[config.mk]
export PLATFORM = sky130hd
export DESIGN_NAME = ugs_len
export DESIGN_NICKNAME = d
export VERILOG_FILES = /design/src/sv/ugs_pkg.sv /design/src/sv/ugs_len.sv
export SDC_FILE = /design/constraint.sdc
export NUM_CORES = 1
export LEC_CHECK = 0
export BUFFER_PORTS_ARGS = -buffer_cell sky130_fd_sc_hd__clkbuf_2
export CORE_MARGIN = 4
export CORE_UTILIZATION = 35
export CTS_CLUSTER_DIAMETER = 150
export DETAILED_ROUTE_END_ITERATION = 10
export SYNTH_ARGS = -nofsm -noshare
export SYNTH_HDL_FRONTEND = slang
export SYNTH_SLANG_ARGS = --single-unit
[constraint.sdc]
create_clock -name clk -period 2.25 [get_ports clk]
set_input_delay 0.3375 -clock clk [delete_from_list [all_inputs] [get_ports clk]]
set_output_delay 0.3375 -clock clk [all_outputs]
set_load 0.02 [all_outputs]
[src/sv/ugs_pkg.sv]
package ugs_pkg;

	localparam int MAX_VERTICES = 64;
	localparam int MAX_DEGREE   = 16;
	localparam int VTX_W        = $clog2(MAX_VERTICES);
	localparam int LEN_W        = $clog2(MAX_DEGREE + 1);
	localparam int TBL_DEPTH    = MAX_VERTICES * MAX_DEGREE;
	localparam int TBL_AW       = $clog2(TBL_DEPTH);
	localparam int CNT_W        = 7;
	localparam int ACT_W        = 3;
	localparam int ST_W         = 3;
	localparam int IDX_W        = 10;

	localparam logic [ACT_W-1:0] ACT_ADD   = 3'd0;
	localparam logic [ACT_W-1:0] ACT_REM   = 3'd1;
	localparam logic [ACT_W-1:0] ACT_TEST  = 3'd2;
	localparam logic [ACT_W-1:0] ACT_LIST  = 3'd3;
	localparam logic [ACT_W-1:0] ACT_INDEX = 3'd4;
	localparam logic [ACT_W-1:0] ACT_CLEAR = 3'd5;

	localparam logic [ST_W-1:0] ST_OK      = 3'd0;
	localparam logic [ST_W-1:0] ST_ABSENT  = 3'd1;
	localparam logic [ST_W-1:0] ST_PRESENT = 3'd2;
	localparam logic [ST_W-1:0] ST_FULL    = 3'd3;
	localparam logic [ST_W-1:0] ST_BAD_VTX = 3'd4;
	localparam logic [ST_W-1:0] ST_SELF    = 3'd5;

	typedef struct packed {
		logic             rd;
		logic             we;
		logic             clr;
		logic [VTX_W-1:0] addr;
		logic [LEN_W-1:0] wdata;
	} len_req_t;

	function automatic logic [TBL_AW-1:0] tbl_addr(input logic [VTX_W-1:0] row,
			input logic [LEN_W-1:0] col);
		return TBL_AW'(row * MAX_DEGREE) + TBL_AW'(col);
	endfunction

endpackage

[src/sv/ugs_len.sv]
module ugs_len (
	input  logic                       clk,
	input  logic                       arst_n,
	input  ugs_pkg::len_req_t          req,
	output logic [ugs_pkg::LEN_W-1:0]  rdata
);

	import ugs_pkg::*;

	logic [LEN_W-1:0]        mem [MAX_VERTICES];
	logic [MAX_VERTICES-1:0] vld_q;
	logic [LEN_W-1:0]        rd_q;
	logic                    rd_vld_q;

	always_ff @(posedge clk) begin
		if (req.we) begin
			mem[req.addr] <= req.wdata;
		end
		if (req.rd) begin
			rd_q <= mem[req.addr];
		end
	end

	// a row never written since the last clear reads as empty
	always_ff @(posedge clk or negedge arst_n) begin
		if (!arst_n) begin
			vld_q    <= '0;
			rd_vld_q <= 1'b0;
		end else begin
			if (req.clr) begin
				vld_q <= '0;
			end else if (req.we) begin
				vld_q[req.addr] <= 1'b1;
			end
			if (req.rd) begin
				rd_vld_q <= vld_q[req.addr];
			end
		end
	end

	assign rdata = rd_vld_q ? rd_q : '0;

endmodule

==> flow_summary.json, run 1 <==
{
  "pwr-share-comb": 0.065,
  "fin_crit_sh": 0.961,
  "grt_max_degree": 65,
  "post_cts_buffers": 0,
  "gr-usage-all-layers": 0.176,
  "async_flop_share": 0.167,
  "coreArea_sq_um": 44200,
  "start_util": 0.354,
  "slowest_stage": "mux4_1",
  "worst_pin_slew_ns": 0.788,
  "slew_viol_final": 0,
  "setup_violations": 0,
  "pwr-share-seq": 0.509,
  "root_buffer": "clkbuf_16",
  "setup-tns-final_ns": 0,
  "wl_per_cell_microns": 23.2,
  "ir_worst_vdd_v": 0.000565,
  "fmaxAchievable_ghz": 0.463,
  "die_area_sq_um": 48100,
  "dp_hpwl_microns": 28400,
  "cp_num_cells": 5,
  "required_ns": 2.50,
  "end_kind": "register",
  "post-route-drc-count": 0,
  "antenna_cells": 0,
  "avgSynthCellArea_sq_um": 15.6,
  "grt_pass1_wl_microns": 63300,
  "path_class": "reg2reg",
  "gp_congestion": 0.866,
  "finalPower_w": 0.0156,
  "synth_top_area_frac": 0.624,
  "fin_util": 0.432,
  "die_w_microns": 219,
  "path_cells": "mux4_1, mux2i_2, o22ai_1, a21o_1, or4_1",
  "ant_nets": 0,
  "synthCells": 999,
  "synthFlopType": "edfxtp_1",
  "drive_gt1_frac": 0.288,
  "status": "completed",
  "cts_tree": "yes",
  "rr_worst_depth": 5,
  "cts_sinks": 390,
  "intPower_w": 0.0122,
  "layout_min_cycle_time_ns": 2.16,
  "power_density_nw_per_um2": 814,
  "area_growth_pct": 22.3,
  "clk-insertion-delay-late_ns": 0.54,
  "clock_power_share": 0.426,
  "grt_pass1_vias": 9934,
  "drt_iter0_drc": 1030,
  "finClkSkew_ns": 0.0186,
  "clock_path_buffers": 3,
  "power.leakage_nw": 6.94,
  "rows": 77,
  "synth_common_cells": "edfxtp_1, nor2_1, dfrtp_1",
  "synthDistinctLibCells": 52,
  "rsz0062_at_grt": "no",
  "synth_fp_nets": 1015,
  "io_buffers": 20,
  "drv_cap": 0,
  "h-tree-depth": 2,
  "worst-path-buf-inv": 0,
  "cpLargestDelayFamily": "multiplexers",
  "pin_count": 21,
  "ys_top_cells_by_area": "edfxtp_1, dfrtp_1, nor2_1, mux4_2, mux2i_1",
  "drt_wl_total_microns": 42100,
  "grt_antenna_before_repair": 1,
  "power.share.switching": 0.214,
  "synth.most_common_cell": "edfxtp_1",
  "synth_sequential_area_ratio": 0.728,
  "ys_ff_latch": 390,
  "gr-total-overflow": 0,
  "drt_pass1_iterations": 5,
  "syn_area_sq_um": 15600,
  "start_kind": "register",
  "hold_class": "in2reg",
  "synth_area_leader_cell": "edfxtp_1",
  "numCtsBuffers": 40,
  "ys_warn_count": 0,
  "p_sw_w": 0.00333,
  "final_nets": 1209,
  "vias": 9588,
  "arrival_ns": 2.42,
  "place_area_sq_um": 17800,
  "relSlewSlack": 0.470,
  "final_hold_viol_count": 0,
  "fin_area_sq_um": 19100,
  "whs_path_depth": 1,
  "vias_per_cell": 5.28,
  "die_h_microns": 219,
  "critical_path.max_stage_delay_ns": 0.53,
  "crit_fanout": 1,
  "clkTransAtPathRegs_ns": 0.06,
  "synth_edf_count": 325
}
-- layout make-up --
cell class                      instances  area [sq um]
Clock buffer                           55          1160
Clock inverter                         17           169
Fill cell                            3935         25100
Inverter                                3          11.3
Multi-Input combinational cell        544          3890
Sequential cell                       390         11400
Tap cell                              592           741
Timing Repair Buffer                  214          1770
-- worst register-to-register path: cells and delay by family, from the launching register on --
family | cells | cell delay (ns)
compound gates | 2 | 0.30
flops | 1 | 0.38
mux | 2 | 0.72
simple gates | 1 | 0.49
-- power groups by stage --
stage                     combinational (W)  sequential, W  clock [W]
after floorplan                    0.000473        0.00806          0
after global placement              0.00100        0.00807          0
after detailed placement            0.00101        0.00807          0
after CTS                           0.00102        0.00792    0.00674
after global routing                0.00108        0.00792    0.00704
final                               0.00102        0.00792    0.00663
-- per-layer routing --
metal | share of wire | GRT usage
met1 | 0.41 | 0.233
met2 | 0.48 | 0.292
met3 | 0.067 | 0.0310
met4 | 0.035 | 0.0657
met5 | 0 | 0
-- state kept, by name, summed over array words and instances, names as in the netlist --
name and flops:
mem 320, rd_q 5, rd_vld_q 1, vld_q 64
-- cell families after synthesis --
group	synth area share
mux	0.104
simple gates	0.0744
buf+inv	0.0231
compound gates	0.0698
flops	0.728
-- what timing repair did --
item,CTS,global route
setup endpoints to repair,0,1
hold buffers,1,0
gates resized for setup,0,1
endpoints found under the hold margin,32,0
-- layout by cell type, fill, tap and decap left out, types with 2 or more instances in the layout --
| cell type | instances |
|---|---|
| nor3_1 | 2 |
| mux2i_1 | 36 |
| o211ai_1 | 2 |
| o22ai_1 | 13 |
| nand4_1 | 2 |
| mux2_4 | 2 |
| mux2_2 | 31 |
| clkinvlp_4 | 3 |
| o2bb2ai_1 | 4 |
| o21ai_0 | 21 |
| mux2_1 | 4 |
| clkbuf_8 | 8 |
| inv_1 | 2 |
| or2_2 | 2 |
| a22oi_1 | 26 |
| and2_1 | 8 |
| a21oi_1 | 21 |
| edfxtp_1 | 325 |
| bufinv_16 | 3 |
| buf_4 | 181 |
| clkbuf_1 | 6 |
| a22o_1 | 9 |
| dfrtp_1 | 65 |
| nand3_1 | 7 |
| clkinv_1 | 2 |
| clkinv_2 | 8 |
| nor2b_1 | 6 |
| nand3b_1 | 2 |
| clkbuf_2 | 16 |
| nand2_1 | 28 |
| clkbuf_16 | 41 |
| nor2_1 | 219 |
| a221o_1 | 7 |
| buf_12 | 16 |
| a221oi_1 | 32 |
| o22a_1 | 4 |
| mux4_2 | 36 |
-- through the flow --
stage	hold slack [ns]	setup WS, ns	cells
2_1_floorplan	0.0419	0.194	999
3_3_place_gp	0.345	-0.286	1742
3_5_place_dp	0.343	-0.347	1742
4_1_cts	0.206	0.0968	1815
5_1_grt	0.213	0.0438	1815
6_report	0.241	0.0885	1815
-- worst paths after layout --
check                            from         to  slack, ns
setup / recovery           mem[17][1]    rd_q[1]       0.09
hold / removal                req[13]    rd_q[0]       0.24
setup reg to reg           mem[17][1]    rd_q[1]       0.09
hold reg to reg             vld_q[17]  vld_q[17]       0.50
max in group asynchronous      arst_n  vld_q[55]       1.34
min in group asynchronous      arst_n  vld_q[11]       0.32
Power figures use the tool's default switching activity.
==> run 2: changes to the inputs <==
--- a/config.mk
+++ b/config.mk
@@ -10,6 +10,7 @@
 export CORE_UTILIZATION = 35
 export CTS_CLUSTER_DIAMETER = 150
 export DETAILED_ROUTE_END_ITERATION = 10
+export REMOVE_ABC_BUFFERS = 1
 export SYNTH_ARGS = -nofsm -noshare
 export SYNTH_HDL_FRONTEND = slang
 export SYNTH_SLANG_ARGS = --single-unit
==> run 2 against run 1 <==
Flip-flop and latch count unchanged. Worst hold slack lost 0.058 ns. Wire length increased by 0.59%. Critical path depth unchanged. Global-route usage grew 0.13 points.
==> flow_summary.json, run 2 (same netlist as run 1, synthesis figures left out) <==
{
  "required_ns": 2.54,
  "rsz0062_at_grt": "no",
  "ir_worst_vdd_v": 0.000472,
  "die_area_sq_um": 48100,
  "worst_pin_slew_ns": 1.04,
  "grt_pass1_vias": 9755,
  "rows": 77,
  "status": "completed",
  "clock_path_buffers": 3,
  "path_cells": "mux2_1, a221o_1, a21oi_1, o2bb2ai_1, or4_1",
  "area_growth_pct": 21.9,
  "path_class": "reg2reg",
  "arrival_ns": 2.44,
  "io_buffers": 20,
  "drv_cap": 0,
  "wl_per_cell_microns": 23.3,
  "coreArea_sq_um": 44200,
  "cpLargestDelayFamily": "compound AO/OA/AOI/OAI gates",
  "top_register": "mem",
  "power.leakage_nw": 6.93,
  "clk-insertion-delay-late_ns": 0.55,
  "final_hold_viol_count": 0,
  "cts_sinks": 390,
  "slew_viol_final": 0,
  "grt_max_degree": 65,
  "cts_resized": 0,
  "critical_path.max_stage_delay_ns": 0.50,
  "relSlewSlack": 0.304,
  "end_kind": "register",
  "gr-total-overflow": 0,
  "hold_class": "in2reg",
  "largest_reg_flops": 320,
  "fin_area_sq_um": 19100,
  "h-tree-depth": 2,
  "grt_antenna_before_repair": 1,
  "top_regs": "mem: 320 flops, vld_q: 64 flops, rd_q: 5 flops",
  "drive_gt1_frac": 0.288,
  "layout_min_cycle_time_ns": 2.15,
  "final_nets": 1215,
  "start_kind": "register",
  "pin_count": 21,
  "vias": 9654,
  "finClkSkew_ns": 0.0212,
  "vias_per_cell": 5.30,
  "die_w_microns": 219,
  "worst-path-buf-inv": 0,
  "antenna_cells": 0,
  "drt_wl_total_microns": 42400,
  "gr-usage-all-layers": 0.177,
  "fin_crit_sh": 0.956,
  "mostFrequentLayoutCell": "edfxtp_1",
  "setup_violations": 0,
  "drt_pass1_iterations": 5,
  "finalPower_w": 0.0154,
  "fmaxAchievable_ghz": 0.465,
  "setup-tns-final_ns": 0,
  "numCtsBuffers": 40,
  "power_density_nw_per_um2": 810,
  "clkTransAtPathRegs_ns": 0.06,
  "grt_pass1_wl_microns": 63300,
  "cts_tree": "yes",
  "post-route-drc-count": 0,
  "root_buffer": "clkbuf_16",
  "drt_iter0_drc": 929,
  "layout_common_cells": "edfxtp_1, nor2_1, buf_4",
  "die_h_microns": 219,
  "dp_hpwl_microns": 28200,
  "place_area_sq_um": 17800,
  "start_util": 0.354,
  "crit_fanout": 1,
  "ant_nets": 0,
  "gp_congestion": 0.880,
  "slowest_stage": "or4_1"
}
-- run 2: changes by cell type in the layout (fill, tap and decap cells not counted), moves of 2 or more --
cell | before | now
buf_4 | 181 | 192
clkbuf_8 | 8 | 2
buf_12 | 16 | 11
clkbuf_1 | 6 | 9
clkinv_2 | 8 | 11
clkinvlp_4 | 3 | 0
clkinv_1 | 2 | 4
inv_6 | 0 | 2
-- run 2: per-stage QoR --
stage	std cells	setup slack [ns]	hold WS, ns	util
6_report	1823	0.0988	0.183	0.431
5_1_grt	1823	0.0965	0.160	0.431
4_1_cts	1823	0.113	0.139	0.431
3_5_place_dp	1748	-0.356	0.361	0.402
3_3_place_gp	1748	-0.339	0.354	0.402
2_1_floorplan	937	0.306	0.0419	-
-- run 2: area by class of cell --
type                       instances  area, sq um
fill                            3912        25200
sequential                       390        11400
multi-input combinational        544         3880
timing repair buffer             220         1750
clock buffer                      52         1090
tap                              592          741
clock inverter                    22          195
inverter                           3         11.3
-- run 2: metal layers --
metal	GRT usage	wire length, microns	up-vias
met2	0.273	19400	395
met1	0.246	18000	4925
met5	0	7	-
li1	-	-	4235
met3	0.0378	3390	97
met4	0.0725	1600	2
-- run 2: worst reg2reg max path, delay by kind of cell, from the launching register on --
family | cells | cell delay (ns)
AOI/OAI and AO/OA | 3 | 0.71
muxes | 1 | 0.32
and+or+nand+nor | 1 | 0.50
DFF | 1 | 0.37
-- run 2: path summary, 6_finish.rpt --
check / startpoint / end / slack (ns) / cells after the start
setup reg to reg: mem[53][1] / rd_q[1] / 0.1 / 5
max in group asynchronous: arst_n / vld_q[28] / 1.31 / 3
hold reg to reg: vld_q[29] / vld_q[29] / 0.49 / 2
min in group asynchronous: arst_n / vld_q[8] / 0.33 / 2
setup / recovery: mem[53][1] / rd_q[1] / 0.1 / 5
hold / removal: req[13] / rd_q[1] / 0.18 / 1
-- run 2: power breakdown --
part,total [W],switching [W],internal (W)
combinational,0.00101,0.000616,0.000392
sequential,0.00792,0.0000279,0.00790
clock,0.00651,0.00274,0.00377
-- run 2: repair_timing --
item,4_1_cts,5_1_grt
hold buffers,1,0
endpoints found under the hold margin,34,0
buffers inserted,0,0
==> run 3: changes to the inputs <==
--- a/config.mk
+++ b/config.mk
@@ -5,8 +5,8 @@
 export SDC_FILE = /design/constraint.sdc
 export NUM_CORES = 1
 export LEC_CHECK = 0
+export ABC_AREA = 1
 export BUFFER_PORTS_ARGS = -buffer_cell sky130_fd_sc_hd__clkbuf_2
-export CORE_MARGIN = 4
 export CORE_UTILIZATION = 35
 export CTS_CLUSTER_DIAMETER = 150
 export DETAILED_ROUTE_END_ITERATION = 10
==> run 3 against run 2 <==
Sequential share of layout area is 1.4 points lower. Cell area is 2.4% higher. Power is 3.4% higher. Register-to-register slack better by 0.45 ns. Non-clock buffer count is 77 lower. Flip-flop and latch count stayed put. Die area is 0.71% lower. Critical path type is now reg2out. Cell count is 29% higher. Worst hold slack worse by 0.056 ns.
==> flow_summary.json, run 3 <==
{
  "ant_nets": 0,
  "synth_xor_area_frac": 0,
  "wl_per_cell_microns": 19.2,
  "path_class": "reg2out",
  "async_flop_share": 0.167,
  "place_area_sq_um": 18100,
  "pwr-share-seq": 0.496,
  "slew_viol_final": 0,
  "coreArea_sq_um": 45800,
  "grt_pass1_vias": 11416,
  "fin_crit_sh": 0.810,
  "layout_min_cycle_time_ns": 1.82,
  "dp_hpwl_microns": 29000,
  "die_area_sq_um": 47800,
  "muxShareOfSynthArea": 0,
  "io_buffers": 20,
  "synth_common_cells": "nand2_1, edfxtp_1, nor2_1",
  "arrival_ns": 1.48,
  "synth_top_family_by_area": "simple AND/OR/NAND/NOR gates",
  "p_sw_w": 0.00348,
  "numCtsBuffers": 41,
  "fmaxAchievable_ghz": 0.549,
  "synthCells": 1601,
  "grt_antenna_before_repair": 1,
  "final_nets": 1741,
  "drv_cap": 0,
  "clock_path_buffers": 3,
  "drt_wl_total_microns": 45400,
  "start_util": 0.359,
  "post_cts_buffers": 0,
  "avgSynthCellArea_sq_um": 10.3,
  "final_hold_viol_count": 0,
  "start_kind": "register",
  "root_buffer": "clkbuf_16",
  "intPower_w": 0.0125,
  "clkTransAtPathRegs_ns": 0.06,
  "h-tree-depth": 2,
  "synthFlopType": "edfxtp_1",
  "dp_cells": 2281,
  "die_w_microns": 219,
  "grt_max_degree": 68,
  "pin_count": 21,
  "synthSimpleGateAreaFrac": 0.224,
  "pre_cts_slack_ns": -0.0620,
  "gr-total-overflow": 0,
  "power_density_nw_per_um2": 819,
  "ys_warn_count": 0,
  "fin_util": 0.426,
  "synth_sequential_area_ratio": 0.694,
  "rows": 78,
  "clock_power_share": 0.441,
  "fin_area_sq_um": 19500,
  "vias_per_cell": 4.91,
  "ys_top_cells_by_area": "edfxtp_1, nand2_1, dfrtp_1, nor2_1, a21oi_1",
  "cts_resized": 0,
  "gr-usage-all-layers": 0.196,
  "area_growth_pct": 18.9,
  "setup-tns-final_ns": 0,
  "top_register": "mem",
  "syn_area_sq_um": 16400,
  "grt_pass1_wl_microns": 69700,
  "power.share.switching": 0.218,
  "pwr-share-comb": 0.063,
  "hold_class": "in2reg",
  "crit_fanout": 6,
  "worst_pin_slew_ns": 0.723,
  "cts_sinks": 390,
  "clk-insertion-delay-late_ns": 0.56,
  "synthDistinctLibCells": 26,
  "synth.most_common_cell": "nand2_1",
  "ys_ff_latch": 390,
  "status": "completed",
  "die_h_microns": 219,
  "synth_top_area_frac": 0.595,
  "finClkSkew_ns": 0.0118,
  "layout_common_cells": "nand2_1, edfxtp_1, nor2_1",
  "setup_violations": 0,
  "synthAdderAreaFrac": 0,
  "final_cells": 2359,
  "largest_reg_flops": 320,
  "postCtsHoldBufs": 1,
  "gp_congestion": 0.907,
  "drt_iter0_drc": 1138,
  "end_kind": "primary output",
  "relSlewSlack": 0.518,
  "vias": 11593,
  "post-route-drc-count": 0,
  "fillers": 4327,
  "drt_pass1_iterations": 6,
  "synth_edf_count": 325,
  "required_ns": 1.91,
  "synth_compound_area_frac": 0.0428,
  "rsz0062_at_grt": "no",
  "cts_tree": "yes",
  "mostFrequentLayoutCell": "nand2_1",
  "top_regs": "mem: 320 flops, vld_q: 64 flops, rd_q: 5 flops",
  "power.leakage_nw": 7.92,
  "synth_area_leader_cell": "edfxtp_1",
  "layout_setup_ws_ns": 0.428,
  "ir_worst_vdd_v": 0.000468,
  "drive_gt1_frac": 0.143
}
-- run 3: cell count changes in the layout (fill, tap and decap cells not counted), sizes merged, moves of 37 or more --
cell   previous run  this run
a21oi            21        89
buf             203       124
inv               5        94
mux2             37         0
mux2i            37         0
mux4             37         0
nand2            28       605
-- run 3: layout make-up --
cell class                      instances  area, sq um  share of cell area
Timing Repair Buffer                  143         1230              0.0631
Clock inverter                         13          191             0.00981
Inverter                               93          352              0.0180
Sequential cell                       390        11400               0.584
Tap cell                              600          751              0.0385
Multi-Input combinational cell       1056         4370               0.224
Antenna cell                            1         2.50            0.000128
Clock buffer                           63         1220              0.0626
-- run 3: cells by family (layout without fill, tap and decap cells) --
kind of cell / count (synthesis) / count (layout)
AND/OR/NAND/NOR: 919 / 919
flip-flops: 390 / 390
buffers and inverters: 155 / 312
AO/OA/AOI/OAI: 137 / 137
other: 0 / 1
-- run 3: power by group through the flow --
stage,Sequential [W],Clock [W],Combinational [W]
2_1_floorplan,0.00806,0,0.000408
3_3_place_gp,0.00806,0,0.00100
3_5_place_dp,0.00807,0,0.00101
4_1_cts,0.00792,0.00717,0.00101
5_1_grt,0.00792,0.00745,0.00111
6_report,0.00792,0.00704,0.00101
-- run 3: path summary, 6_finish.rpt --
| kind | start | end | slack, ns | cells past startpoint |
|---|---|---|---|---|
| setup / recovery | rd_vld_q | rdata[3] | 0.43 | 3 |
| hold / removal | req[2] | mem[21][2] | 0.13 | 1 |
| setup reg to reg | mem[53][1] | rd_q[1] | 0.55 | 9 |
| hold reg to reg | vld_q[33] | vld_q[33] | 0.50 | 2 |
| max in group asynchronous | arst_n | vld_q[53] | 1.36 | 3 |
| min in group asynchronous | arst_n | vld_q[13] | 0.29 | 2 |
-- run 3: layer usage --
metal	track usage	vias to the layer above	part of all wire
met5	0	-	0
met4	0.0608	0	0.030
met3	0.0377	93	0.073
met2	0.309	420	0.46
met1	0.272	5605	0.44
li1	-	5475	-
-- run 3: worst max-delay path, stage by stage, from the launching register on --
cell and delay (ns):
dfrtp_1 0.49, nand2_1 0.18, inv_1 0.09, clkbuf_2 0.18
-- run 3: through the flow --
stage | hold WS, ns | power (W)
2_1_floorplan | 0.0419 | 0.00847
3_3_place_gp | 0.314 | 0.00907
3_5_place_dp | 0.320 | 0.00907
4_1_cts | 0.123 | 0.0161
5_1_grt | 0.132 | 0.0165
6_report | 0.128 | 0.0160
