### config.mk
export PLATFORM = sky130hd
export DESIGN_NAME = ugs_seq
export DESIGN_NICKNAME = d
export VERILOG_FILES = /design/src/sv/ugs_pkg.sv /design/src/sv/ugs_seq.sv
export SDC_FILE = /design/constraint.sdc
export NUM_CORES = 1
export LEC_CHECK = 0
export BUFFER_PORTS_ARGS = -buffer_cell sky130_fd_sc_hd__clkbuf_2
export CORE_ASPECT_RATIO = 1.1
export CORE_UTILIZATION = 35
export CTS_CLUSTER_SIZE = 14
export DETAILED_ROUTE_END_ITERATION = 10
export SLEW_MARGIN = 20
export SYNTH_ARGS = -nofsm -noshare
export SYNTH_HDL_FRONTEND = slang
export SYNTH_SLANG_ARGS = --single-unit
### constraint.sdc
create_clock -name clk -period 10.4 [get_ports clk]
set_input_delay 2.08 -clock clk [delete_from_list [all_inputs] [get_ports clk]]
set_output_delay 2.08 -clock clk [all_outputs]
set_load 0.02 [all_outputs]
### src/sv/ugs_pkg.sv
package ugs_pkg;

	localparam int MAX_VERTICES = 64;
	localparam int MAX_DEGREE   = 16;
	localparam int VTX_W        = $clog2(MAX_VERTICES);
	localparam int LEN_W        = $clog2(MAX_DEGREE + 1);
	localparam int TBL_DEPTH    = MAX_VERTICES * MAX_DEGREE;
	localparam int TBL_AW       = $clog2(TBL_DEPTH);
	localparam int CNT_W        = 7;
	localparam int ACT_W        = 3;
	localparam int ST_W         = 3;
	localparam int IDX_W        = 10;

	localparam logic [ACT_W-1:0] ACT_ADD   = 3'd0;
	localparam logic [ACT_W-1:0] ACT_REM   = 3'd1;
	localparam logic [ACT_W-1:0] ACT_TEST  = 3'd2;
	localparam logic [ACT_W-1:0] ACT_LIST  = 3'd3;
	localparam logic [ACT_W-1:0] ACT_INDEX = 3'd4;
	localparam logic [ACT_W-1:0] ACT_CLEAR = 3'd5;

	localparam logic [ST_W-1:0] ST_OK      = 3'd0;
	localparam logic [ST_W-1:0] ST_ABSENT  = 3'd1;
	localparam logic [ST_W-1:0] ST_PRESENT = 3'd2;
	localparam logic [ST_W-1:0] ST_FULL    = 3'd3;
	localparam logic [ST_W-1:0] ST_BAD_VTX = 3'd4;
	localparam logic [ST_W-1:0] ST_SELF    = 3'd5;

	typedef struct packed {
		logic             rd;
		logic             we;
		logic             clr;
		logic [VTX_W-1:0] addr;
		logic [LEN_W-1:0] wdata;
	} len_req_t;

	function automatic logic [TBL_AW-1:0] tbl_addr(input logic [VTX_W-1:0] row,
			input logic [LEN_W-1:0] col);
		return TBL_AW'(row * MAX_DEGREE) + TBL_AW'(col);
	endfunction

endpackage

### src/sv/ugs_seq.sv
module ugs_seq (
	input  logic                        clk,
	input  logic                        arst_n,
	input  logic                        in_valid,
	output logic                        in_stall,
	input  logic [ugs_pkg::ACT_W-1:0]   action,
	input  logic [ugs_pkg::VTX_W-1:0]   first_vertex,
	input  logic [ugs_pkg::VTX_W-1:0]   second_vertex,
	input  logic [ugs_pkg::IDX_W-1:0]   edge_index,
	output logic                        out_valid,
	input  logic                        out_stall,
	output logic [ugs_pkg::ST_W-1:0]    status,
	output logic                        edge_found,
	output logic                        item_valid,
	output logic [ugs_pkg::VTX_W-1:0]   low_end,
	output logic [ugs_pkg::VTX_W-1:0]   high_end,
	output logic                        last,
	input  logic                        cfg_wr_en,
	input  logic [ugs_pkg::CNT_W-1:0]   cfg_wr_data,
	output ugs_pkg::len_req_t           len_req,
	input  logic [ugs_pkg::LEN_W-1:0]   len_rdata,
	output logic                        tbl_we,
	output logic [ugs_pkg::TBL_AW-1:0]  tbl_waddr,
	output logic [ugs_pkg::VTX_W-1:0]   tbl_wdata,
	output logic                        tbl_re,
	output logic [ugs_pkg::TBL_AW-1:0]  tbl_raddr,
	input  logic [ugs_pkg::VTX_W-1:0]   tbl_rdata
);

	import ugs_pkg::*;

	typedef enum logic [18:0] {
		S_IDLE  = 19'b1 << 0,
		S_LEN   = 19'b1 << 1,
		S_FIND  = 19'b1 << 2,
		S_FINDW = 19'b1 << 3,
		S_SHR   = 19'b1 << 4,
		S_SHW   = 19'b1 << 5,
		S_PUT   = 19'b1 << 6,
		S_RMR   = 19'b1 << 7,
		S_RMW   = 19'b1 << 8,
		S_LROW  = 19'b1 << 9,
		S_OLEN  = 19'b1 << 10,
		S_OWN   = 19'b1 << 11,
		S_OWNW  = 19'b1 << 12,
		S_LHIT  = 19'b1 << 13,
		S_LEND  = 19'b1 << 14,
		S_IXL   = 19'b1 << 15,
		S_IXW   = 19'b1 << 16,
		S_IXR   = 19'b1 << 17,
		S_FIN   = 19'b1 << 18
	} state_t;

	state_t            state_q, state_d;
	logic [ACT_W-1:0]  act_q, act_d;
	logic [VTX_W-1:0]  a_q, a_d;
	logic [CNT_W-1:0]  row_q, row_d;
	logic [VTX_W-1:0]  key_q, key_d;
	logic [LEN_W-1:0]  n_q, n_d;
	logic [LEN_W-1:0]  i_q, i_d;
	logic [LEN_W-1:0]  pos_q, pos_d;
	logic [IDX_W-1:0]  idx_q, idx_d;
	logic              own_q, own_d;
	logic              pend_v_q, pend_v_d;
	logic [VTX_W-1:0]  pend_q, pend_d;
	logic [VTX_W-1:0]  cand_q, cand_d;
	logic [ST_W-1:0]   res_st_q, res_st_d;
	logic              res_found_q, res_found_d;
	logic              res_valid_q, res_valid_d;
	logic [VTX_W-1:0]  res_lo_q, res_lo_d;
	logic [VTX_W-1:0]  res_hi_q, res_hi_d;
	logic [CNT_W-1:0]  vc_q;

	logic              out_valid_q;
	logic [ST_W-1:0]   out_st_q;
	logic              out_found_q, out_item_q, out_last_q;
	logic [VTX_W-1:0]  out_lo_q, out_hi_q;

	logic              out_load;
	logic [ST_W-1:0]   ld_st;
	logic              ld_found, ld_item, ld_last;
	logic [VTX_W-1:0]  ld_lo, ld_hi;

	logic              out_free;
	logic [CNT_W-1:0]  eff;
	logic [VTX_W-1:0]  lo_in, hi_in;
	logic              bad_pair;
	logic              find_done, have;
	logic [VTX_W-1:0]  row_v;

	assign out_free = !out_valid_q || !out_stall;
	assign eff      = (vc_q > CNT_W'(MAX_VERTICES)) ? CNT_W'(MAX_VERTICES) : vc_q;
	assign lo_in    = (first_vertex < second_vertex) ? first_vertex : second_vertex;
	assign hi_in    = (first_vertex < second_vertex) ? second_vertex : first_vertex;
	assign bad_pair = (CNT_W'(first_vertex) >= eff) || (CNT_W'(second_vertex) >= eff);
	assign row_v    = row_q[VTX_W-1:0];
	assign in_stall = (state_q != S_IDLE);

	always_comb begin
		state_d     = state_q;
		act_d       = act_q;
		a_d         = a_q;
		row_d       = row_q;
		key_d       = key_q;
		n_d         = n_q;
		i_d         = i_q;
		pos_d       = pos_q;
		idx_d       = idx_q;
		own_d       = own_q;
		pend_v_d    = pend_v_q;
		pend_d      = pend_q;
		cand_d      = cand_q;
		res_st_d    = res_st_q;
		res_found_d = res_found_q;
		res_valid_d = res_valid_q;
		res_lo_d    = res_lo_q;
		res_hi_d    = res_hi_q;
		len_req     = '0;
		tbl_we      = 1'b0;
		tbl_waddr   = '0;
		tbl_wdata   = '0;
		tbl_re      = 1'b0;
		tbl_raddr   = '0;
		out_load    = 1'b0;
		ld_st       = ST_OK;
		ld_found    = 1'b0;
		ld_item     = 1'b0;
		ld_last     = 1'b0;
		ld_lo       = '0;
		ld_hi       = '0;
		find_done   = 1'b0;
		have        = 1'b0;

		len_req.clr = cfg_wr_en;

		unique case (state_q)
			S_IDLE: begin
				if (in_valid) begin
					act_d       = action;
					a_d         = first_vertex;
					idx_d       = edge_index;
					res_st_d    = ST_OK;
					res_found_d = 1'b0;
					res_valid_d = 1'b0;
					res_lo_d    = '0;
					res_hi_d    = '0;
					state_d     = S_FIN;
					unique case (action)
						ACT_ADD, ACT_REM, ACT_TEST: begin
							if (bad_pair) begin
								res_st_d = ST_BAD_VTX;
							end else if (first_vertex == second_vertex) begin
								res_st_d = ST_SELF;
							end else begin
								row_d        = CNT_W'(lo_in);
								key_d        = hi_in;
								len_req.rd   = 1'b1;
								len_req.addr = lo_in;
								state_d      = S_LEN;
							end
						end
						ACT_LIST: begin
							if (CNT_W'(first_vertex) >= eff) begin
								res_st_d = ST_BAD_VTX;
							end else begin
								row_d    = '0;
								key_d    = first_vertex;
								own_d    = 1'b0;
								pend_v_d = 1'b0;
								state_d  = S_LROW;
							end
						end
						ACT_INDEX: begin
							row_d   = '0;
							state_d = S_IXL;
						end
						ACT_CLEAR: begin
							len_req.clr = 1'b1;
						end
						default: ;
					endcase
				end
			end
			S_LEN: begin
				n_d     = len_rdata;
				i_d     = '0;
				state_d = S_FIND;
			end
			S_FIND: begin
				if (i_q >= n_q) begin
					find_done = 1'b1;
				end else begin
					tbl_re    = 1'b1;
					tbl_raddr = tbl_addr(row_v, i_q);
					state_d   = S_FINDW;
				end
			end
			S_FINDW: begin
				// the one shared compare: walk the sorted row until key or beyond
				if (tbl_rdata < key_q) begin
					i_d     = i_q + 1'b1;
					state_d = S_FIND;
				end else begin
					find_done = 1'b1;
					have      = (tbl_rdata == key_q);
				end
			end
			S_SHR: begin
				if (i_q == pos_q) begin
					state_d = S_PUT;
				end else begin
					tbl_re    = 1'b1;
					tbl_raddr = tbl_addr(row_v, i_q - 1'b1);
					state_d   = S_SHW;
				end
			end
			S_SHW: begin
				tbl_we    = 1'b1;
				tbl_waddr = tbl_addr(row_v, i_q);
				tbl_wdata = tbl_rdata;
				i_d       = i_q - 1'b1;
				state_d   = S_SHR;
			end
			S_PUT: begin
				tbl_we        = 1'b1;
				tbl_waddr     = tbl_addr(row_v, pos_q);
				tbl_wdata     = key_q;
				len_req.we    = 1'b1;
				len_req.addr  = row_v;
				len_req.wdata = n_q + 1'b1;
				state_d       = S_FIN;
			end
			S_RMR: begin
				if ({1'b0, i_q} + 1'b1 >= {1'b0, n_q}) begin
					len_req.we    = 1'b1;
					len_req.addr  = row_v;
					len_req.wdata = n_q - 1'b1;
					state_d       = S_FIN;
				end else begin
					tbl_re    = 1'b1;
					tbl_raddr = tbl_addr(row_v, i_q + 1'b1);
					state_d   = S_RMW;
				end
			end
			S_RMW: begin
				tbl_we    = 1'b1;
				tbl_waddr = tbl_addr(row_v, i_q);
				tbl_wdata = tbl_rdata;
				i_d       = i_q + 1'b1;
				state_d   = S_RMR;
			end
			S_LROW: begin
				len_req.rd = 1'b1;
				if (row_q < CNT_W'(a_q)) begin
					len_req.addr = row_v;
					state_d      = S_LEN;
				end else begin
					len_req.addr = a_q;
					own_d        = 1'b1;
					state_d      = S_OLEN;
				end
			end
			S_OLEN: begin
				n_d     = len_rdata;
				i_d     = '0;
				state_d = S_OWN;
			end
			S_OWN: begin
				if (i_q >= n_q) begin
					state_d = S_LEND;
				end else begin
					tbl_re    = 1'b1;
					tbl_raddr = tbl_addr(a_q, i_q);
					state_d   = S_OWNW;
				end
			end
			S_OWNW: begin
				cand_d  = tbl_rdata;
				i_d     = i_q + 1'b1;
				state_d = S_LHIT;
			end
			S_LHIT: begin
				// a neighbour goes out only once the next one shows it is not the last
				if (!pend_v_q || out_free) begin
					out_load = pend_v_q;
					ld_item  = 1'b1;
					ld_lo    = pend_q;
					pend_d   = cand_q;
					pend_v_d = 1'b1;
					if (own_q) begin
						state_d = S_OWN;
					end else begin
						row_d   = row_q + 1'b1;
						state_d = S_LROW;
					end
				end
			end
			S_LEND: begin
				if (out_free) begin
					out_load = 1'b1;
					ld_item  = pend_v_q;
					ld_lo    = pend_v_q ? pend_q : '0;
					ld_last  = 1'b1;
					state_d  = S_IDLE;
				end
			end
			S_IXL: begin
				if (row_q >= eff) begin
					res_st_d = ST_ABSENT;
					state_d  = S_FIN;
				end else begin
					len_req.rd   = 1'b1;
					len_req.addr = row_v;
					state_d      = S_IXW;
				end
			end
			S_IXW: begin
				if (idx_q < IDX_W'(len_rdata)) begin
					tbl_re    = 1'b1;
					tbl_raddr = tbl_addr(row_v, idx_q[LEN_W-1:0]);
					state_d   = S_IXR;
				end else begin
					idx_d   = idx_q - IDX_W'(len_rdata);
					row_d   = row_q + 1'b1;
					state_d = S_IXL;
				end
			end
			S_IXR: begin
				res_valid_d = 1'b1;
				res_lo_d    = row_v;
				res_hi_d    = tbl_rdata;
				state_d     = S_FIN;
			end
			S_FIN: begin
				if (out_free) begin
					out_load = 1'b1;
					ld_st    = res_st_q;
					ld_found = res_found_q;
					ld_item  = res_valid_q;
					ld_lo    = res_lo_q;
					ld_hi    = res_hi_q;
					ld_last  = 1'b1;
					state_d  = S_IDLE;
				end
			end
			default: state_d = S_IDLE;
		endcase

		if (find_done) begin
			pos_d = (state_q == S_FIND) ? i_q : i_q;
			unique case (act_q)
				ACT_ADD: begin
					if (have) begin
						res_st_d = ST_PRESENT;
						state_d  = S_FIN;
					end else if (n_q >= LEN_W'(MAX_DEGREE)) begin
						res_st_d = ST_FULL;
						state_d  = S_FIN;
					end else begin
						i_d     = n_q;
						state_d = S_SHR;
					end
				end
				ACT_REM: begin
					if (!have) begin
						res_st_d = ST_ABSENT;
						state_d  = S_FIN;
					end else begin
						state_d = S_RMR;
					end
				end
				ACT_LIST: begin
					if (have) begin
						cand_d  = row_v;
						state_d = S_LHIT;
					end else begin
						row_d   = row_q + 1'b1;
						state_d = S_LROW;
					end
				end
				default: begin
					res_found_d = have;
					state_d     = S_FIN;
				end
			endcase
		end
	end

	always_ff @(posedge clk or negedge arst_n) begin
		if (!arst_n) begin
			state_q     <= S_IDLE;
			vc_q        <= CNT_W'(MAX_VERTICES);
			pend_v_q    <= 1'b0;
			own_q       <= 1'b0;
			out_valid_q <= 1'b0;
		end else begin
			state_q  <= state_d;
			pend_v_q <= pend_v_d;
			own_q    <= own_d;
			if (cfg_wr_en) begin
				vc_q <= cfg_wr_data;
			end
			if (out_load) begin
				out_valid_q <= 1'b1;
			end else if (!out_stall) begin
				out_valid_q <= 1'b0;
			end
		end
	end

	always_ff @(posedge clk) begin
		act_q       <= act_d;
		a_q         <= a_d;
		row_q       <= row_d;
		key_q       <= key_d;
		n_q         <= n_d;
		i_q         <= i_d;
		pos_q       <= pos_d;
		idx_q       <= idx_d;
		pend_q      <= pend_d;
		cand_q      <= cand_d;
		res_st_q    <= res_st_d;
		res_found_q <= res_found_d;
		res_valid_q <= res_valid_d;
		res_lo_q    <= res_lo_d;
		res_hi_q    <= res_hi_d;
		if (out_load) begin
			out_st_q    <= ld_st;
			out_found_q <= ld_found;
			out_item_q  <= ld_item;
			out_lo_q    <= ld_lo;
			out_hi_q    <= ld_hi;
			out_last_q  <= ld_last;
		end
	end

	assign out_valid  = out_valid_q;
	assign status     = out_st_q;
	assign edge_found = out_found_q;
	assign item_valid = out_item_q;
	assign low_end    = out_lo_q;
	assign high_end   = out_hi_q;
	assign last       = out_last_q;

endmodule

==> out/results.ini, run 1 <==
[sta]
finalCritPeriodShare_pct = 66.5
worst_pin_slew_ns = 0.973
min_period_ns = 6.92
timing.fmax_mhz = 145
slew_headroom_pct = 35.1
final_hold_viol_count = 0
tns_ns = 0
setup_violations = 0
clock_skew_ns = 0.0117
holdWs_ns = 0.425
rsz0062_at_grt = no
drv_slew = 0

[global_routing]
grt_pass1_vias = 6477
track_usage_pct = 19.6
grt_max_degree = 30
grt_first_pass_wirelength_mm = 35.7
antenna_found_initial = 0
grt_overflow = 0

[cts]
clk_latency_ns = 0.43
h-tree-depth = 4
cts.sinks = 123
ctsHoldBuffers = 0
cts_tree = done
root_buffer = clkbuf_16
cts_buffers = 17
clk_transition_reported_paths_ns = 0.07
ctsResizeCount = 0
post_cts_buffers = 0
clk_path_buf_depth = 2

[routing]
drt_pass1_iterations = 5
drt_iter0_markers = 529
vias_per_cell = 5.44
totalWireLength_mm = 22.8
ant_nets = 0
wl_per_cell_um = 18.1
via_count = 6839
drc = 0

[yosys]
netlist.top_cell.by_area = edfxtp_1
yosysSeqAreaShare_pct = 41.2
synth_area_mm2 = 0.00809
yosys_warnings = 0
ys_top_cells_by_count = nand2_1 (87), edfxtp_1 (72), ha_1 (69), nor2_1 (69), o21ai_0 (55)
synth.distinct_cells = 75
yosysTopAreaCellShare_pct = 26.7
synth_nets = 972
ys_ff_latch = 123
synth_cells = 854
netlist_top_cells_area = edfxtp_1 (27%), ha_1 (11%), dfrtp_1 (8.4%)
synthFlopType = edfxtp_1
async_reset_ff_share_pct = 23.6
post-synth-top-count-cell = nand2_1
avgSynthCellArea_um2 = 9.47
synth_edf_count = 72

[setup_path]
worstPathArrival_ns = 4.84
r2r-end = row_q[4]
r2r_start = state_q[1]
criticalPathCategory = in2out
critPathMaxFanout = 10
setup.worst_path.start_class = input port
crit_path_start = len_rdata[0]
endpoint = tbl_raddr[8]
ff2ff_setup_slack_ns = 6.82
rr_worst_depth = 9
end_kind = output port
critPathRequiredTime_ns = 8.32

[cells_and_area]
syn2layout_area_growth_pct = 17.1
nets = 1067
drive_above_1_share_pct = 17.9
instances_no_fill = 1257
nFillCells = 2281
diodes = 0

[floorplanning]
die_w_um = 147
fp.dieH_um = 161
rows = 57
die_area_mm2 = 0.0237
core_area_mm2 = 0.0224
pin_count = 110
start_util_pct = 36.1

[pwr]
leakage_nw = 4.24
pwr_density_cell_mw_per_mm2 = 189
ir_drop_uv = 133

[flow_run]
drv_cap = 0

[placement]
dp.cells = 1225
routabilityCongestion = 0.875
dp_hpwl_mm = 17.3
port_buffers = 109

[status]
status = complete, no violations

[min_path]
hold_path.class = reg2reg

## metrics by stage
step / power [mW] / utilization (%) / setup WS, ns / instance area (µm²)
after global placement: 1.20 / 39.7 / 3.59 / 8890
after floorplan: 1.04 / - / 4.04 / 8090
final: 1.79 / 42.3 / 3.48 / 9480
after CTS: 1.79 / 42.3 / 3.49 / 9470
after global routing: 1.88 / 42.3 / 3.25 / 9480
after detailed placement: 1.21 / 39.7 / 3.49 / 8890
## cell families after synthesis
kind of cell               Yosys count  synth area share [%]
AOI/OAI and AO/OA                  220                  18.3
xor gates and xnor gates            23                  2.49
adders and majority gates           70                  10.9
buffers and inverters               85                  4.05
DFF                                123                  41.2
muxes                               20                  2.58
and+or+nand+nor                    313                  20.5
## critical path, cell delays in order
cell and delay, ns:
clkbuf_2 0.09, ha_1 0.23, fa_1 0.42, nor2b_1 0.16, o31a_1 0.21, nand2b_1 0.18, or3_1 0.32, clkinv_4 0.19
o41ai_1 0.38, nand2_1 0.09, a221o_1 0.32, clkbuf_2 0.16
## sequential cells by signal, summed over array words and instances (netlist names), 3 cells and up
signal and count:
res_st_q 3, n_q 5, pos_q 5, high_end 6, cand_q 6, key_q 6
low_end 6, pend_q 6, row_q 7, res_hi_q 6, i_q 5, vc_q 7
status 3, res_lo_q 6, act_q 3, idx_q 10, a_q 6, state_q 19
## layout make-up
| class | count | area (µm²) | share of cell area (%) |
|---|---|---|---|
| multi-input cells | 646 | 4450 | 47.0 |
| well taps | 295 | 369 | 3.90 |
| repair buffers | 110 | 553 | 5.84 |
| clock inverters | 15 | 149 | 1.57 |
| flip-flops and latches | 123 | 3330 | 35.2 |
| inverters | 51 | 196 | 2.07 |
| clock buffers | 17 | 425 | 4.49 |
## cell usage in the layout (no fill, tap or decap), drive strengths merged, types with 16 or more instances in the layout
cell,instances
a21o,16
a21oi,50
and2,26
clkbuf,126
dfrtp,27
dfxtp,22
edfxtp,72
ha,69
inv,58
nand2,87
nand3,25
nor2,69
nor2b,16
o21ai,58
## layer usage
| metal | vias to the layer above | wire [µm] | track usage, % |
|---|---|---|---|
| met2 | 188 | 10800 | 31.8 |
| met3 | 35 | 898 | 3.31 |
| met4 | 0 | 690 | 8.29 |
| met5 | - | 0 | 0 |
| li1 | 3355 | - | - |
| met1 | 3261 | 10400 | 25.7 |
## where the power goes
group / internal (mW) / switching (mW) / total, mW
Clock: 0.318 / 0.261 / 0.580
Sequential: 0.610 / 0.103 / 0.712
Combinational: 0.190 / 0.306 / 0.496
Total: 1.12 / 0.670 / 1.79
## worst min-delay path by stage
stage | from | endpoint | slack, ns | cells after the start
after floorplan | cand_q[1] | pend_q[1] | 0.41 | 0
after global placement | cand_q[3] | pend_q[3] | 0.42 | 0
after detailed placement | cand_q[3] | pend_q[3] | 0.42 | 0
after CTS | cand_q[4] | pend_q[4] | 0.43 | 0
after global routing | cand_q[4] | pend_q[4] | 0.44 | 0
final | cand_q[4] | pend_q[4] | 0.42 | 0
No activity file was read; power rests on OpenSTA's default activity.
==> run 2: changes to the inputs <==
- clock period: 10.4 -> 5.8 ns (I/O delays scaled with it)
==> run 2 against run 1 <==
Clock skew fell by 0.0018 ns. Non-clock buffer count grew 4. Sequential power up 76%. Sequential cell count is the same. Count of clock-buffer cells in the layout stayed put. Utilization grew 0.15 points. Worst setup slack worse by 2.8 ns. Final area rose by 0.34%. Sequential share of layout area fell by 0.12 points. Total power grew 79%.
==> out/results.ini, run 2 (synthesized netlist as in run 1, its figures left out) <==
[placement]
port_buffers = 109
dp_hpwl_mm = 17.4
routabilityCongestion = 0.865
dp.cells = 1229

[cells_and_area]
syn2layout_area_growth_pct = 17.5
nets = 1071
drive_above_1_share_pct = 18.2
diodes = 0
final_util_pct = 42.5
regArea_mm2 = 0.00333
nFillCells = 2260
final_cell_mix = clkbuf_2 (109), nand2_1 (87), edfxtp_1 (72), nor2_1 (69), ha_1 (69)
top_register = state_q
reg_top3 = state_q: 19 flops, idx_q: 10 flops
instances_no_fill = 1261
multi_input_area_mm2 = 0.00445
mostFrequentLayoutCell = clkbuf_2
largest_register_ffs = 19

[flow_run]
drv_cap = 0

[sta]
rsz0062_at_grt = no
worst_pin_slew_ns = 0.941
finalCritPeriodShare_pct = 88.4
clock_skew_ns = 0.00991
min_period_ns = 5.13
holdWs_ns = 0.425
slew_headroom_pct = 37.3
drv_slew = 0
tns_ns = 0
setup_violations = 0
timing.fmax_mhz = 195
final_hold_viol_count = 0

[pwr]
pwr_density_cell_mw_per_mm2 = 338
ir_drop_uv = 251
leakage_nw = 4.25
power_mw = 3.21

[floorplanning]
rows = 57
die_area_mm2 = 0.0237
start_util_pct = 36.1
pin_count = 110
die_w_um = 147
core_area_mm2 = 0.0224
fp.dieH_um = 161

[setup_path]
setup.worst_path.start_class = flip-flop
critPathRequiredTime_ns = 4.64
slowest_stage = or4_1
critPathMaxStageDelay_ns = 0.90
worstPathArrival_ns = 3.97
criticalPathCategory = reg2out
cp_cell_sequence = nor3_1, nand4_1, or4_1, or3_1, clkinv_4, a222oi_1, and3_1, o21ai_1, clkbuf_2
end_kind = output port
critPathMaxFanout = 23

[global_routing]
grt_overflow = 0
grt_first_pass_wirelength_mm = 35.9
grt_max_degree = 30
antenna_found_initial = 0
track_usage_pct = 19.6
grt_pass1_vias = 6531

[routing]
vias_per_cell = 5.39
wl_per_cell_um = 18.0
totalWireLength_mm = 22.8
drt_iter0_markers = 433
via_count = 6799
ant_nets = 0
drc = 0
drt_pass1_iterations = 7

[cts]
clk_transition_reported_paths_ns = 0.06
post_cts_buffers = 0
ctsResizeCount = 0
clk_path_buf_depth = 2
clk_latency_ns = 0.42
cts.sinks = 123
h-tree-depth = 4
ctsHoldBuffers = 0
cts_buffers = 17
cts_tree = done
root_buffer = clkbuf_16

[min_path]
hold_path.class = reg2reg

[status]
status = complete, no violations

## run 2: changes by cell type in the layout (fill, tap and decap cells not counted)
cell	change
inv_6	+1
clkinv_8	+1
inv_8	-2
buf_4	+4
## run 2: final timing paths
path	end	start	slack, ns	cells after the start
setup reg to reg	row_q[4]	state_q[5]	2.30	9
hold / removal	pend_q[4]	cand_q[4]	0.42	0
hold reg to reg	pend_q[4]	cand_q[4]	0.42	0
min in group asynchronous	vc_q[0]	arst_n	0.82	1
max in group asynchronous	state_q[6]	arst_n	4.46	1
setup / recovery	tbl_raddr[7]	state_q[5]	0.67	9
## run 2: per-stage QoR
stage,cell area (µm²),worst slack [ns]
2_1_floorplan,8090,1.28
5_1_grt,9510,0.414
3_3_place_gp,8920,0.827
3_5_place_dp,8920,0.765
4_1_cts,9500,0.672
6_report,9510,0.672
## run 2: power by group
part	internal [mW]	switching [mW]	leakage (nW)
clock	0.571	0.457	0.277
sequential	1.09	0.152	1.23
combinational	0.351	0.585	2.75
## run 2: layout make-up
cell class	instances	share of cell area, %
clock buffer	17	4.47
clock inverter	15	1.59
inverter	51	2.07
multi-input combinational	646	46.8
sequential	123	35.0
tap	295	3.88
timing repair buffer	114	6.13
## run 2: layer usage
layer	vias up	GRT usage [%]	part of all wire (%)
met5	-	0	0
met4	0	9.42	3.4
met3	35	3.19	5.3
met2	223	31.7	47
met1	3174	25.5	44
li1	3367	-	-
## run 2: critical path, delay by kind of cell, from the launching register on
family | cells | cell delay [ns]
AOI/OAI and AO/OA | 2 | 0.28
and+or+nand+nor | 5 | 2.48
DFF | 1 | 0.42
buffers and inverters | 2 | 0.37
